`config.mk`:
```
export PLATFORM = sky130hd
export DESIGN_NAME = cosine_similarity
export DESIGN_NICKNAME = d
export VERILOG_FILES = /design/src/rtl/core/cos_pkg.sv /design/src/rtl/core/cos_accum.sv /design/src/rtl/core/cos_root.sv /design/src/rtl/core/cosine_similarity.sv
export SDC_FILE = /design/constraint.sdc
export NUM_CORES = 2
export LEC_CHECK = 0
export BUFFER_PORTS_ARGS = -buffer_cell sky130_fd_sc_hd__buf_2
export CAP_MARGIN = 10
export CORE_MARGIN = 1
export CORE_UTILIZATION = 31
export CTS_CLUSTER_DIAMETER = 30
export DETAILED_ROUTE_END_ITERATION = 12
export GPL_TIMING_DRIVEN = 0
export PLACE_DENSITY_LB_ADDON = 0.25
export RECOVER_POWER = 25
export SKIP_LAST_GASP = 1
export SLEW_MARGIN = 10
export SYNTH_ARGS = -nofsm -noshare
export SYNTH_HDL_FRONTEND = slang
export SYNTH_SLANG_ARGS = --single-unit
```
`constraint.sdc`:
```
create_clock -name clk -period 13 [get_ports clk]
set_input_delay 0.65 -clock clk [delete_from_list [all_inputs] [get_ports clk]]
set_output_delay 0.65 -clock clk [all_outputs]
set_load 0.03 [all_outputs]
```
`src/rtl/core/cos_pkg.sv`:
```
// ============================================================================
// cos_pkg: shared types and constants for the cosine similarity block
// Holds the state encodings, the status codes and the control structs that
// pass between the top level and the iterative root/divide engine.
// ============================================================================
package cos_pkg;

    // Result magnitude is searched one bit at a time over this many bits.
    localparam int Q_BITS = 16;
    localparam int K_W = 4;
    // The squared Q1.15 scale: q^2 * P is compared against d^2 * 2^SCALE_SH.
    localparam int SCALE_SH = 2 * (Q_BITS - 1);

    localparam logic [1:0] STATUS_OK        = 2'd0;
    localparam logic [1:0] STATUS_ZERO_NORM = 2'd1;
    localparam logic [1:0] STATUS_TOO_LONG  = 2'd2;

    typedef enum logic [1:0] {
        T_IDLE,
        T_FLUSH,
        T_EVAL,
        T_ROOT
    } top_state_t;

    typedef enum logic [2:0] {
        R_IDLE,
        R_MUL_D,
        R_MUL_N,
        R_ADD_U,
        R_ADD_A,
        R_CMP,
        R_STEP,
        R_DONE
    } root_state_t;

    typedef struct packed {
        logic start;
        logic ack;
    } root_ctl_t;

    typedef struct packed {
        logic busy;
        logic done;
    } root_sts_t;

endpackage

```
`src/rtl/core/cos_accum.sv`:
```
// ============================================================================
// cos_accum: dot product and squared norm accumulators
// Registers the three element products of each item and adds them into the
// running sums in the next cycle. Counts items and flags a vector that is too long.
// ============================================================================
module cos_accum #(
    parameter int ELEM_BITS = 16,
    parameter int MAX_LEN   = 4096
) (
    input  logic                   clk,
    input  logic                   rst_n,
    input  logic                   take,
    input  logic [15:0]            a_elem,
    input  logic [15:0]            b_elem,
    input  logic                   clear,
    output logic signed [2*ELEM_BITS-2+$clog2(MAX_LEN+1):0] dot_sum,
    output logic [2*ELEM_BITS-3+$clog2(MAX_LEN+1):0]        norm_a_sum,
    output logic [2*ELEM_BITS-3+$clog2(MAX_LEN+1):0]        norm_b_sum,
    output logic                   too_long
);

    localparam int CNT_W  = $clog2(MAX_LEN + 1);
    localparam int NORM_W = 2 * ELEM_BITS - 2 + CNT_W;
    localparam int DOT_W  = NORM_W + 1;
    localparam int PROD_W = 2 * ELEM_BITS;
    localparam int TAKE_W = (ELEM_BITS < 16) ? ELEM_BITS : 16;

    logic [ELEM_BITS-1:0]     a_raw;
    logic [ELEM_BITS-1:0]     b_raw;
    logic signed [PROD_W-1:0] ab_prod;
    logic signed [PROD_W-1:0] aa_prod;
    logic signed [PROD_W-1:0] bb_prod;
    logic                     full;

    logic signed [PROD_W-1:0] ab_reg;
    logic [PROD_W-2:0]        aa_reg;
    logic [PROD_W-2:0]        bb_reg;
    logic                     prod_valid_reg;
    logic [CNT_W-1:0]         count_reg;
    logic                     too_long_reg;
    logic signed [DOT_W-1:0]  dot_reg;
    logic [NORM_W-1:0]        na_reg;
    logic [NORM_W-1:0]        nb_reg;

    // The low ELEM_BITS bits of each field form a two's complement element.
    assign a_raw   = ELEM_BITS'(a_elem[TAKE_W-1:0]);
    assign b_raw   = ELEM_BITS'(b_elem[TAKE_W-1:0]);
    assign ab_prod = PROD_W'($signed(a_raw) * $signed(b_raw));
    assign aa_prod = PROD_W'($signed(a_raw) * $signed(a_raw));
    assign bb_prod = PROD_W'($signed(b_raw) * $signed(b_raw));
    assign full    = (count_reg >= CNT_W'(MAX_LEN));

    always_ff @(posedge clk)
    begin
        if (take)
        begin
            ab_reg <= ab_prod;
            aa_reg <= aa_prod[PROD_W-2:0];
            bb_reg <= bb_prod[PROD_W-2:0];
        end
    end

    always_ff @(posedge clk or negedge rst_n)
    begin
        if (!rst_n)
        begin
            prod_valid_reg <= 1'b0;
            count_reg      <= '0;
            too_long_reg   <= 1'b0;
            dot_reg        <= '0;
            na_reg         <= '0;
            nb_reg         <= '0;
        end
        else if (clear)
        begin
            prod_valid_reg <= 1'b0;
            count_reg      <= '0;
            too_long_reg   <= 1'b0;
            dot_reg        <= '0;
            na_reg         <= '0;
            nb_reg         <= '0;
        end
        else
        begin
            prod_valid_reg <= take && !full;
            if (take)
            begin
                if (full)
                begin
                    too_long_reg <= 1'b1;
                end
                else
                begin
                    count_reg <= count_reg + CNT_W'(1);
                end
            end
            if (prod_valid_reg)
            begin
                dot_reg <= dot_reg + DOT_W'(ab_reg);
                na_reg  <= na_reg + NORM_W'(aa_reg);
                nb_reg  <= nb_reg + NORM_W'(bb_reg);
            end
        end
    end

    assign dot_sum    = dot_reg;
    assign norm_a_sum = na_reg;
    assign norm_b_sum = nb_reg;
    assign too_long   = too_long_reg;

endmodule

```
`src/rtl/core/cos_root.sv`:
```
// ============================================================================
// cos_root: iterative square root and divide engine
// Forms d^2 and na*nb by shift-and-add, then finds the largest q with
// q^2*na*nb <= d^2*2^30 one bit per pass, all on one shared wide adder.
// ============================================================================
module cos_root #(
    parameter int NORM_W = 43
) (
    input  logic                       clk,
    input  logic                       rst_n,
    input  cos_pkg::root_ctl_t         ctl,
    input  logic [NORM_W-1:0]          dmag,
    input  logic [NORM_W-1:0]          na,
    input  logic [NORM_W-1:0]          nb,
    output cos_pkg::root_sts_t         sts,
    output logic [cos_pkg::Q_BITS-1:0] q
);

    localparam int AW    = 2 * NORM_W + 34;
    localparam int CNT_W = $clog2(NORM_W);
    localparam int SH    = cos_pkg::SCALE_SH;

    cos_pkg::root_state_t state_reg, state_next;
    logic [CNT_W-1:0]             cnt_reg, cnt_next;
    logic [cos_pkg::K_W-1:0]      k_reg, k_next;
    logic                         hit_reg, hit_next;
    logic [AW-1:0]                s_reg, s_next;
    logic [AW-1:0]                u_reg, u_next;
    logic [AW-1:0]                a_reg, a_next;
    logic [AW-1:0]                t_reg, t_next;
    logic [AW-1:0]                r_reg, r_next;
    logic [NORM_W-1:0]            m_reg, m_next;
    logic [cos_pkg::Q_BITS-1:0]   q_reg, q_next;

    // The one shared adder.
    logic [AW-1:0] add_x;
    logic [AW-1:0] add_y;
    logic [AW-1:0] add_sum;

    assign add_sum = add_x + add_y;

    always_ff @(posedge clk or negedge rst_n)
    begin
        if (!rst_n)
        begin
            state_reg <= cos_pkg::R_IDLE;
            cnt_reg   <= '0;
            k_reg     <= '0;
            hit_reg   <= 1'b0;
        end
        else
        begin
            state_reg <= state_next;
            cnt_reg   <= cnt_next;
            k_reg     <= k_next;
            hit_reg   <= hit_next;
        end
    end

    always_ff @(posedge clk)
    begin
        s_reg <= s_next;
        u_reg <= u_next;
        a_reg <= a_next;
        t_reg <= t_next;
        r_reg <= r_next;
        m_reg <= m_next;
        q_reg <= q_next;
    end

    always_comb
    begin
        state_next = state_reg;
        cnt_next   = cnt_reg;
        k_next     = k_reg;
        hit_next   = hit_reg;
        s_next     = s_reg;
        u_next     = u_reg;
        a_next     = a_reg;
        t_next     = t_reg;
        r_next     = r_reg;
        m_next     = m_reg;
        q_next     = q_reg;
        add_x      = s_reg;
        add_y      = '0;
        sts.busy   = (state_reg != cos_pkg::R_IDLE);
        sts.done   = 1'b0;

        unique case (state_reg)
            cos_pkg::R_IDLE:
            begin
                if (ctl.start)
                begin
                    s_next     = '0;
                    a_next     = AW'(dmag);
                    m_next     = dmag;
                    cnt_next   = CNT_W'(NORM_W - 1);
                    state_next = cos_pkg::R_MUL_D;
                end
            end

            cos_pkg::R_MUL_D, cos_pkg::R_MUL_N:
            begin
                add_x    = s_reg;
                add_y    = m_reg[0] ? a_reg : '0;
                s_next   = add_sum;
                a_next   = {a_reg[AW-2:0], 1'b0};
                m_next   = {1'b0, m_reg[NORM_W-1:1]};
                cnt_next = cnt_reg - CNT_W'(1);
                if (cnt_reg == '0)
                begin
                    cnt_next = CNT_W'(NORM_W - 1);
                    s_next   = '0;
                    if (state_reg == cos_pkg::R_MUL_D)
                    begin
                        // Right-hand side: d^2 scaled by 2^30.
                        r_next     = {add_sum[AW-SH-1:0], {SH{1'b0}}};
                        a_next     = AW'(na);
                        m_next     = nb;
                        state_next = cos_pkg::R_MUL_N;
                    end
                    else
                    begin
                        // A starts as P shifted for the top result bit.
                        a_next     = {add_sum[AW-SH-1:0], {SH{1'b0}}};
                        u_next     = '0;
                        q_next     = '0;
                        k_next     = cos_pkg::K_W'(cos_pkg::Q_BITS - 1);
                        state_next = cos_pkg::R_ADD_U;
                    end
                end
            end

            cos_pkg::R_ADD_U:
            begin
                add_x      = s_reg;
                add_y      = u_reg;
                t_next     = add_sum;
                state_next = cos_pkg::R_ADD_A;
            end

            cos_pkg::R_ADD_A:
            begin
                add_x      = t_reg;
                add_y      = a_reg;
                t_next     = add_sum;
                state_next = cos_pkg::R_CMP;
            end

            cos_pkg::R_CMP:
            begin
                hit_next = (t_reg <= r_reg);
                if (t_reg <= r_reg)
                begin
                    s_next = t_reg;
                    q_next = q_reg | (cos_pkg::Q_BITS'(1) << k_reg);
                end
                state_next = cos_pkg::R_STEP;
            end

            cos_pkg::R_STEP:
            begin
                // U tracks q*P shifted by k+1; A tracks P shifted by 2k.
                add_x  = u_reg;
                add_y  = hit_reg ? {a_reg[AW-2:0], 1'b0} : '0;
                u_next = {1'b0, add_sum[AW-1:1]};
                a_next = {2'b00, a_reg[AW-1:2]};
                if (k_reg == '0)
                begin
                    state_next = cos_pkg::R_DONE;
                end
                else
                begin
                    k_next     = k_reg - cos_pkg::K_W'(1);
                    state_next = cos_pkg::R_ADD_U;
                end
            end

            cos_pkg::R_DONE:
            begin
                sts.done = 1'b1;
                if (ctl.ack)
                begin
                    state_next = cos_pkg::R_IDLE;
                end
            end

            default:
            begin
                state_next = cos_pkg::R_IDLE;
            end
        endcase
    end

    assign q = q_reg;

endmodule

```
`src/rtl/core/cosine_similarity.sv`:
```
// ============================================================================
// cosine_similarity: streaming cosine similarity of two fixed-point vectors
// Accumulates dot product and squared norms, then yields dot/sqrt(na*nb).
// ============================================================================
// Each input item on the s_ channel carries one element pair; s_tlast marks
// the final pair of the two vectors. Ordinary pairs are taken one per cycle.
// The item that carries s_tlast produces one result item on the m_ channel:
// the cosine in signed Q1.15 (truncated toward zero, +1.0 shown as 32767)
// and a status code (ok, zero norm, or length overflow).
// After the last pair the block drops s_tready while the result is formed.
// A zero norm or an overflowed vector gives its result without the root
// engine. Otherwise one shared adder (NORM_W = 43 by default) first does the
// two shift-and-add products, then adds U, adds A, compares and steps for
// each result bit.
// Results sit in an output register; while the receiver stalls the next
// vector may already stream in, and the final step waits for the register.
// Reset clears the sums, the counters, the flags and the output valid.
// ============================================================================
module cosine_similarity #(
    parameter int MAX_LEN   = 4096,
    parameter int ELEM_BITS = 16
) (
    input  logic        clk,
    input  logic        rst_n,
    input  logic        s_tvalid,
    output logic        s_tready,
    input  logic [31:0] s_tdata,   // a_elem [15:0], b_elem [31:16]
    input  logic        s_tlast,   // last element pair of the vectors
    output logic        m_tvalid,
    input  logic        m_tready,
    output logic [23:0] m_tdata    // cosine_q15 [15:0], status [17:16], zero fill
);

    localparam int CNT_W  = $clog2(MAX_LEN + 1);
    localparam int NORM_W = 2 * ELEM_BITS - 2 + CNT_W;
    localparam int DOT_W  = NORM_W + 1;
    localparam int QB     = cos_pkg::Q_BITS;

    cos_pkg::top_state_t state_reg, state_next;
    logic                m_tvalid_reg, m_tvalid_next;
    logic [QB-1:0]       cos_reg, cos_next;
    logic [1:0]          status_reg, status_next;

    logic                    take;
    logic                    clear;
    logic                    out_free;
    logic                    out_load;
    logic signed [DOT_W-1:0] dot_sum;
    logic [NORM_W-1:0]       norm_a_sum;
    logic [NORM_W-1:0]       norm_b_sum;
    logic                    too_long;
    logic                    neg;
    logic [DOT_W-1:0]        dot_abs;
    logic [QB-1:0]           root_q;
    logic [QB-1:0]           cos_signed;
    cos_pkg::root_ctl_t      root_ctl;
    cos_pkg::root_sts_t      root_sts;

    assign take     = s_tvalid && s_tready;
    assign out_free = !m_tvalid_reg || m_tready;

    cos_accum #(
        .ELEM_BITS (ELEM_BITS),
        .MAX_LEN   (MAX_LEN)
    ) u_accum (
        .clk        (clk),
        .rst_n      (rst_n),
        .take       (take),
        .a_elem     (s_tdata[15:0]),
        .b_elem     (s_tdata[31:16]),
        .clear      (clear),
        .dot_sum    (dot_sum),
        .norm_a_sum (norm_a_sum),
        .norm_b_sum (norm_b_sum),
        .too_long   (too_long)
    );

    // The sign is applied after the magnitude search.
    assign neg     = dot_sum[DOT_W-1];
    assign dot_abs = neg ? DOT_W'(-dot_sum) : DOT_W'(dot_sum);

    cos_root #(
        .NORM_W (NORM_W)
    ) u_root (
        .clk   (clk),
        .rst_n (rst_n),
        .ctl   (root_ctl),
        .dmag  (dot_abs[NORM_W-1:0]),
        .na    (norm_a_sum),
        .nb    (norm_b_sum),
        .sts   (root_sts),
        .q     (root_q)
    );

    // A positive magnitude of exactly 1.0 saturates; -1.0 is representable.
    assign cos_signed = neg ? (~root_q + QB'(1))
                            : (root_q[QB-1] ? {1'b0, {(QB-1){1'b1}}} : root_q);

    always_ff @(posedge clk or negedge rst_n)
    begin
        if (!rst_n)
        begin
            state_reg    <= cos_pkg::T_IDLE;
            m_tvalid_reg <= 1'b0;
        end
        else
        begin
            state_reg    <= state_next;
            m_tvalid_reg <= m_tvalid_next;
        end
    end

    always_ff @(posedge clk)
    begin
        cos_reg    <= cos_next;
        status_reg <= status_next;
    end

    always_comb
    begin
        state_next     = state_reg;
        cos_next       = cos_reg;
        status_next    = status_reg;
        out_load       = 1'b0;
        clear          = 1'b0;
        root_ctl.start = 1'b0;
        root_ctl.ack   = 1'b0;
        s_tready       = 1'b0;

        unique case (state_reg)
            cos_pkg::T_IDLE:
            begin
                s_tready = 1'b1;
                if (s_tvalid && s_tlast)
                begin
                    state_next = cos_pkg::T_FLUSH;
                end
            end

            cos_pkg::T_FLUSH:
            begin
                // The last products enter the sums at the end of this cycle.
                state_next = cos_pkg::T_EVAL;
            end

            cos_pkg::T_EVAL:
            begin
                if (too_long || norm_a_sum == '0 || norm_b_sum == '0)
                begin
                    if (out_free)
                    begin
                        out_load    = 1'b1;
                        clear       = 1'b1;
                        cos_next    = '0;
                        status_next = too_long ? cos_pkg::STATUS_TOO_LONG
                                               : cos_pkg::STATUS_ZERO_NORM;
                        state_next  = cos_pkg::T_IDLE;
                    end
                end
                else
                begin
                    root_ctl.start = 1'b1;
                    state_next     = cos_pkg::T_ROOT;
                end
            end

            cos_pkg::T_ROOT:
            begin
                if (root_sts.done && out_free)
                begin
                    out_load     = 1'b1;
                    clear        = 1'b1;
                    root_ctl.ack = 1'b1;
                    cos_next     = cos_signed;
                    status_next  = cos_pkg::STATUS_OK;
                    state_next   = cos_pkg::T_IDLE;
                end
            end

            default:
            begin
                state_next = cos_pkg::T_IDLE;
            end
        endcase

        if (out_load)
        begin
            m_tvalid_next = 1'b1;
        end
        else if (m_tready)
        begin
            m_tvalid_next = 1'b0;
        end
        else
        begin
            m_tvalid_next = m_tvalid_reg;
        end
    end

    assign m_tvalid = m_tvalid_reg;
    assign m_tdata  = {6'b0, status_reg, cos_reg};

    // The input is closed from the last pair until the result is loaded.
    a_last_closes: assert property (@(posedge clk) disable iff (!rst_n)
        (take && s_tlast) |=> !s_tready)
        else $error("input open after the last pair");

    // A result never overwrites one that the receiver has not taken.
    a_no_overwrite: assert property (@(posedge clk) disable iff (!rst_n)
        out_load |-> (!m_tvalid_reg || m_tready))
        else $error("output register overwritten");

    // The root engine is started only when it is idle.
    a_start_idle: assert property (@(posedge clk) disable iff (!rst_n)
        root_ctl.start |-> !root_sts.busy)
        else $error("root engine started while busy");

    // The engine only finishes while the sequencer waits for it.
    a_done_in_root: assert property (@(posedge clk) disable iff (!rst_n)
        root_sts.done |-> (state_reg == cos_pkg::T_ROOT))
        else $error("root engine done outside its phase");

    // The sums are cleared only when no pair is being taken.
    a_clear_quiet: assert property (@(posedge clk) disable iff (!rst_n)
        clear |-> !take)
        else $error("accumulator cleared during an accepted item");

endmodule

```
==> results by group <==
Clock network
  • Clock Pin Slew Worst Setup and Hold Paths: ~0.05 ns
  • TritonCTS buffer count: 231
  • H-tree level count: 4
  • CTS tree: built
  • Clock Sink Count: 900
  • Clock tree root buffer cell: clkbuf_16
  • Clk buf depth: 3
  • Post-cts sizing count: 0
  • Worst-Skew Late Latency: 0.90 ns

Power and ir drop
  • Net Switching: 0.0125 W
  • Leakage: around 42 nW
  • Clock power share: 22.4%
  • Comb power frac: approximately three fifths
  • PnR Total Power: about 0.027 W
  • Sw frac: 46.7%
  • Flop pwr share: 16.7%
  • Worst vdd ir: around 1.2 mV
  • P_int: roughly 0.014 W
  • Pwr dens: approximately 280 mW/mm2

GRT
  • Total gr overflow: 0
  • Vias in the first global route: around 70000
  • First-pass GRT wire length: around 470000 um
  • Pin count of the biggest net entering global routing: 95
  • Antenna violations before repair: 9
  • Overall Global Routing Usage: about a quarter

STA
  • Slew margin rel.: -275%
  • Worst Max-Slew Pin Slew: about 5.6 ns
  • Setup-failing EPs final: 0
  • Period utilisation layout: 81.3%
  • Worst Hold Slack: about 0.12 ns
  • Maximum clock rate: about 95 MHz
  • Worst Clk Skew: just under 0.1 ns
  • Setup tns final: 0 ns
  • Hold Vio Cnt, Final: 0
  • Max-slew violations: 394
  • Unrepaired setup endpoints after global routing: no
  • Tmin final: about 11 ns

Cells and area
  • Layout cells sized above 1: under 10%
  • FF+latch area: roughly 0.026 mm2
  • Area grow syn2layout: 16.4%
  • Net count, final: 10300
  • Area of the multi-input gates: between 0.04 and 0.05 mm2
  • Fillcell total: ~27000
  • Post-Layout Cell Count: 12700

Setup path
  • Critical R2R Launch: u_root.state_reg[0]$_DFFE_PN0P_
  • CP Class: reg -> reg
  • Critical Path RT: 13.55 ns
  • Critical Path End Type: flip-flop
  • Worst-path maximum fanout: 10
  • Setup crit start: u_root.state_reg[0]$_DFFE_PN0P_
  • Arrival time at the worst endpoint: between 10 and 15 ns
  • Worst Setup Start Kind: flip-flop

Drt
  • Metal-1 WL: ~130000 um
  • Vias: approximately 70000
  • DRT Wirelength: 327000 um
  • Wire length per cell: 25.8 um
  • DR top layer: met5
  • Drt pass-1 iters: 13
  • DR WL met2: about 150000 um
  • 1st-iter DRT viols: between 8000 and 9000
  • Met3 wire length: roughly 26000 um
  • Via/cell ratio: around 5.4
  • Drt drc: 0
  • Final antenna-violating net count: 0

Min path
  • Worst hold path type: in -> reg
  • Min-delay src: m_tready

Floorplanning
  • Rows: between 150 and 200
  • Total die area: ~0.27 mm2
  • Core area: around 0.26 mm2
  • Die height: about 520 um
  • Initial Util: roughly 31%
  • Num ports: 63
  • Die Width: 518 um

Synth
  • Fraction of registers with async set/reset: between 10% and 20%
  • Number of enable flip-flop cells after synthesis: between 700 and 800
  • Synthesized flop and latch total: 900
  • Sequential fraction of the synthesis area: about a third
  • Mapped Area: a little over 0.08 mm2
  • Synth warn: 0
  • Syn Area/Cell: about 9.5 um2
  • Cells after synthesis: roughly 8600
  • Main synth FF type: edfxtp_1
  • Yosys cell types: 85

Place
  • Port bufs: 51
  • Post-Place Cells: between 10000 and 15000
  • GP Congestion: between 0.9 and 1
  • DP Wirelength: 258000 um

Run
  • Max-cap viol count: 8

Run status
  • Failing checks: capacitance limit, slew limit
  • Status: complete, but fails checks
## synthesized netlist by cell type (99+ instances only)
cell,n,area [um2]
a21o_1,202,1520
a21oi_1,414,2070
a222oi_1,149,1490
a22oi_1,163,1220
and2_1,242,1510
clkbuf_1,396,1490
dfrtp_1,162,4050
edfxtp_1,738,22200
fa_1,725,14500
ha_1,577,7220
inv_1,1353,5080
mux2i_1,99,991
nand2_1,885,3320
nand4_1,116,726
nor2_1,557,2090
o21ai_0,426,2130
xnor2_1,268,2350
xor2_1,136,1190
## power by group through the flow
stage	logic [W]	clock network, W	registers, W
after floorplan	0.0111	0	0.00434
after global placement	0.0160	0	0.00451
after detailed placement	0.0162	0	0.00452
final	0.0164	0.00603	0.00448
after global routing	0.0183	0.00622	0.00451
after CTS	0.0163	0.00607	0.00447
## stage by stage
step | worst slack, ns | area [um2] | utilization, %
3_5_place_dp | 2.88 | 87800 | 33.4
5_1_grt | 2.60 | 95900 | 36.4
2_1_floorplan | 2.25 | 82400 | -
6_report | 2.43 | 95900 | 36.4
3_3_place_gp | -4.16 | 87100 | 33.1
4_1_cts | 2.77 | 96100 | 36.5
## placed cells by master (no fill, tap or decap), types with 35 or more instances in the layout
cell type	Yosys	routed
a211oi_1	44	43
a21o_1	202	202
a21oi_1	414	413
a222oi_1	149	149
a22o_1	72	72
a22oi_1	163	163
a31oi_1	46	45
and2_1	242	239
and3_1	45	45
bufinv_16	0	35
clkbuf_1	396	431
clkbuf_16	0	232
dfrtp_1	162	162
edfxtp_1	738	738
fa_1	725	725
ha_1	577	577
inv_1	1353	1352
mux2i_1	99	99
nand2_1	885	885
nand2b_1	45	45
nand3_1	65	65
nand4_1	116	116
nor2_1	557	555
nor2b_1	44	44
nor3_1	80	80
nor4_1	52	50
o21ai_0	426	423
o21bai_1	76	76
or3_1	42	42
xnor2_1	268	268
xor2_1	136	136
## worst paths after layout
path                                                       to  depth (start not counted)  slack [ns]
max                               u_root.s_reg[112]$_DFFE_PP_                         24        2.43
min                                      m_tvalid$_DFFE_PN0P_                          3        0.12
max reg2reg                       u_root.s_reg[112]$_DFFE_PP_                         24        2.43
min reg2reg                        u_root.hit_reg$_DFFE_PN0N_                          2        0.49
max in group asynchronous  u_accum.norm_a_sum[19]$_DFFE_PN0P_                          3        4.26
min in group asynchronous   u_accum.count_reg[10]$_DFFE_PN0P_                          2        1.74
## routing by layer
metal,up-vias,global-route usage (%)
li1,30300,-
met4,4,14.1
met5,-,0
met1,34300,29.8
met3,802,4.12
met2,3297,39.0
## worst max-delay path: stages, from the launching register on
cell	delay, ns
dfrtp_1	0.40
inv_1	0.11
ha_1	0.15
clkbuf_1	0.37
nor2_1	0.23
nor2_1	0.76
a21o_1	0.44
clkbuf_1	0.66
clkbuf_1	0.95
a222oi_1	0.29
inv_1	0.12
ha_1	0.13
clkbuf_1	0.36
nand3_1	0.21
nor4_2	0.62
buf_4	0.27
nand2_1	0.07
o2111a_1	0.22
and2_1	0.26
o221ai_1	0.90
a21boi_0	0.77
o31ai_2	1.01
a41oi_1	0.39
xnor2_1	0.28
a22o_1	0.21
## cell families after synthesis
kind of cell,share of synthesized area [%]
AOI/OAI and AO/OA,15.4
xor gates and xnor gates,4.29
adders and majority gates,26.4
buffers and inverters,8.21
DFF,31.8
muxes,1.26
other,0.00455
and+or+nand+nor,12.6
## repair_timing
action | 4_1_cts | 5_1_grt
buffers inserted | 0 | 0
hold endpoints to repair | 69 | 0
hold buffers | 2 | 0
## layout make-up
type / count / share of cell area, %
inverters: 1362 / 5.33
diodes: 9 / 0.0235
clock inverters: 170 / 2.30
multi-input cells: 5942 / 51.6
flip-flops and latches: 900 / 27.3
well taps: 3515 / 4.58
repair buffers: 90 / 0.759
clock buffers: 269 / 6.33
plain buffers: 433 / 1.75
No activity file was read; power rests on OpenSTA's default activity.
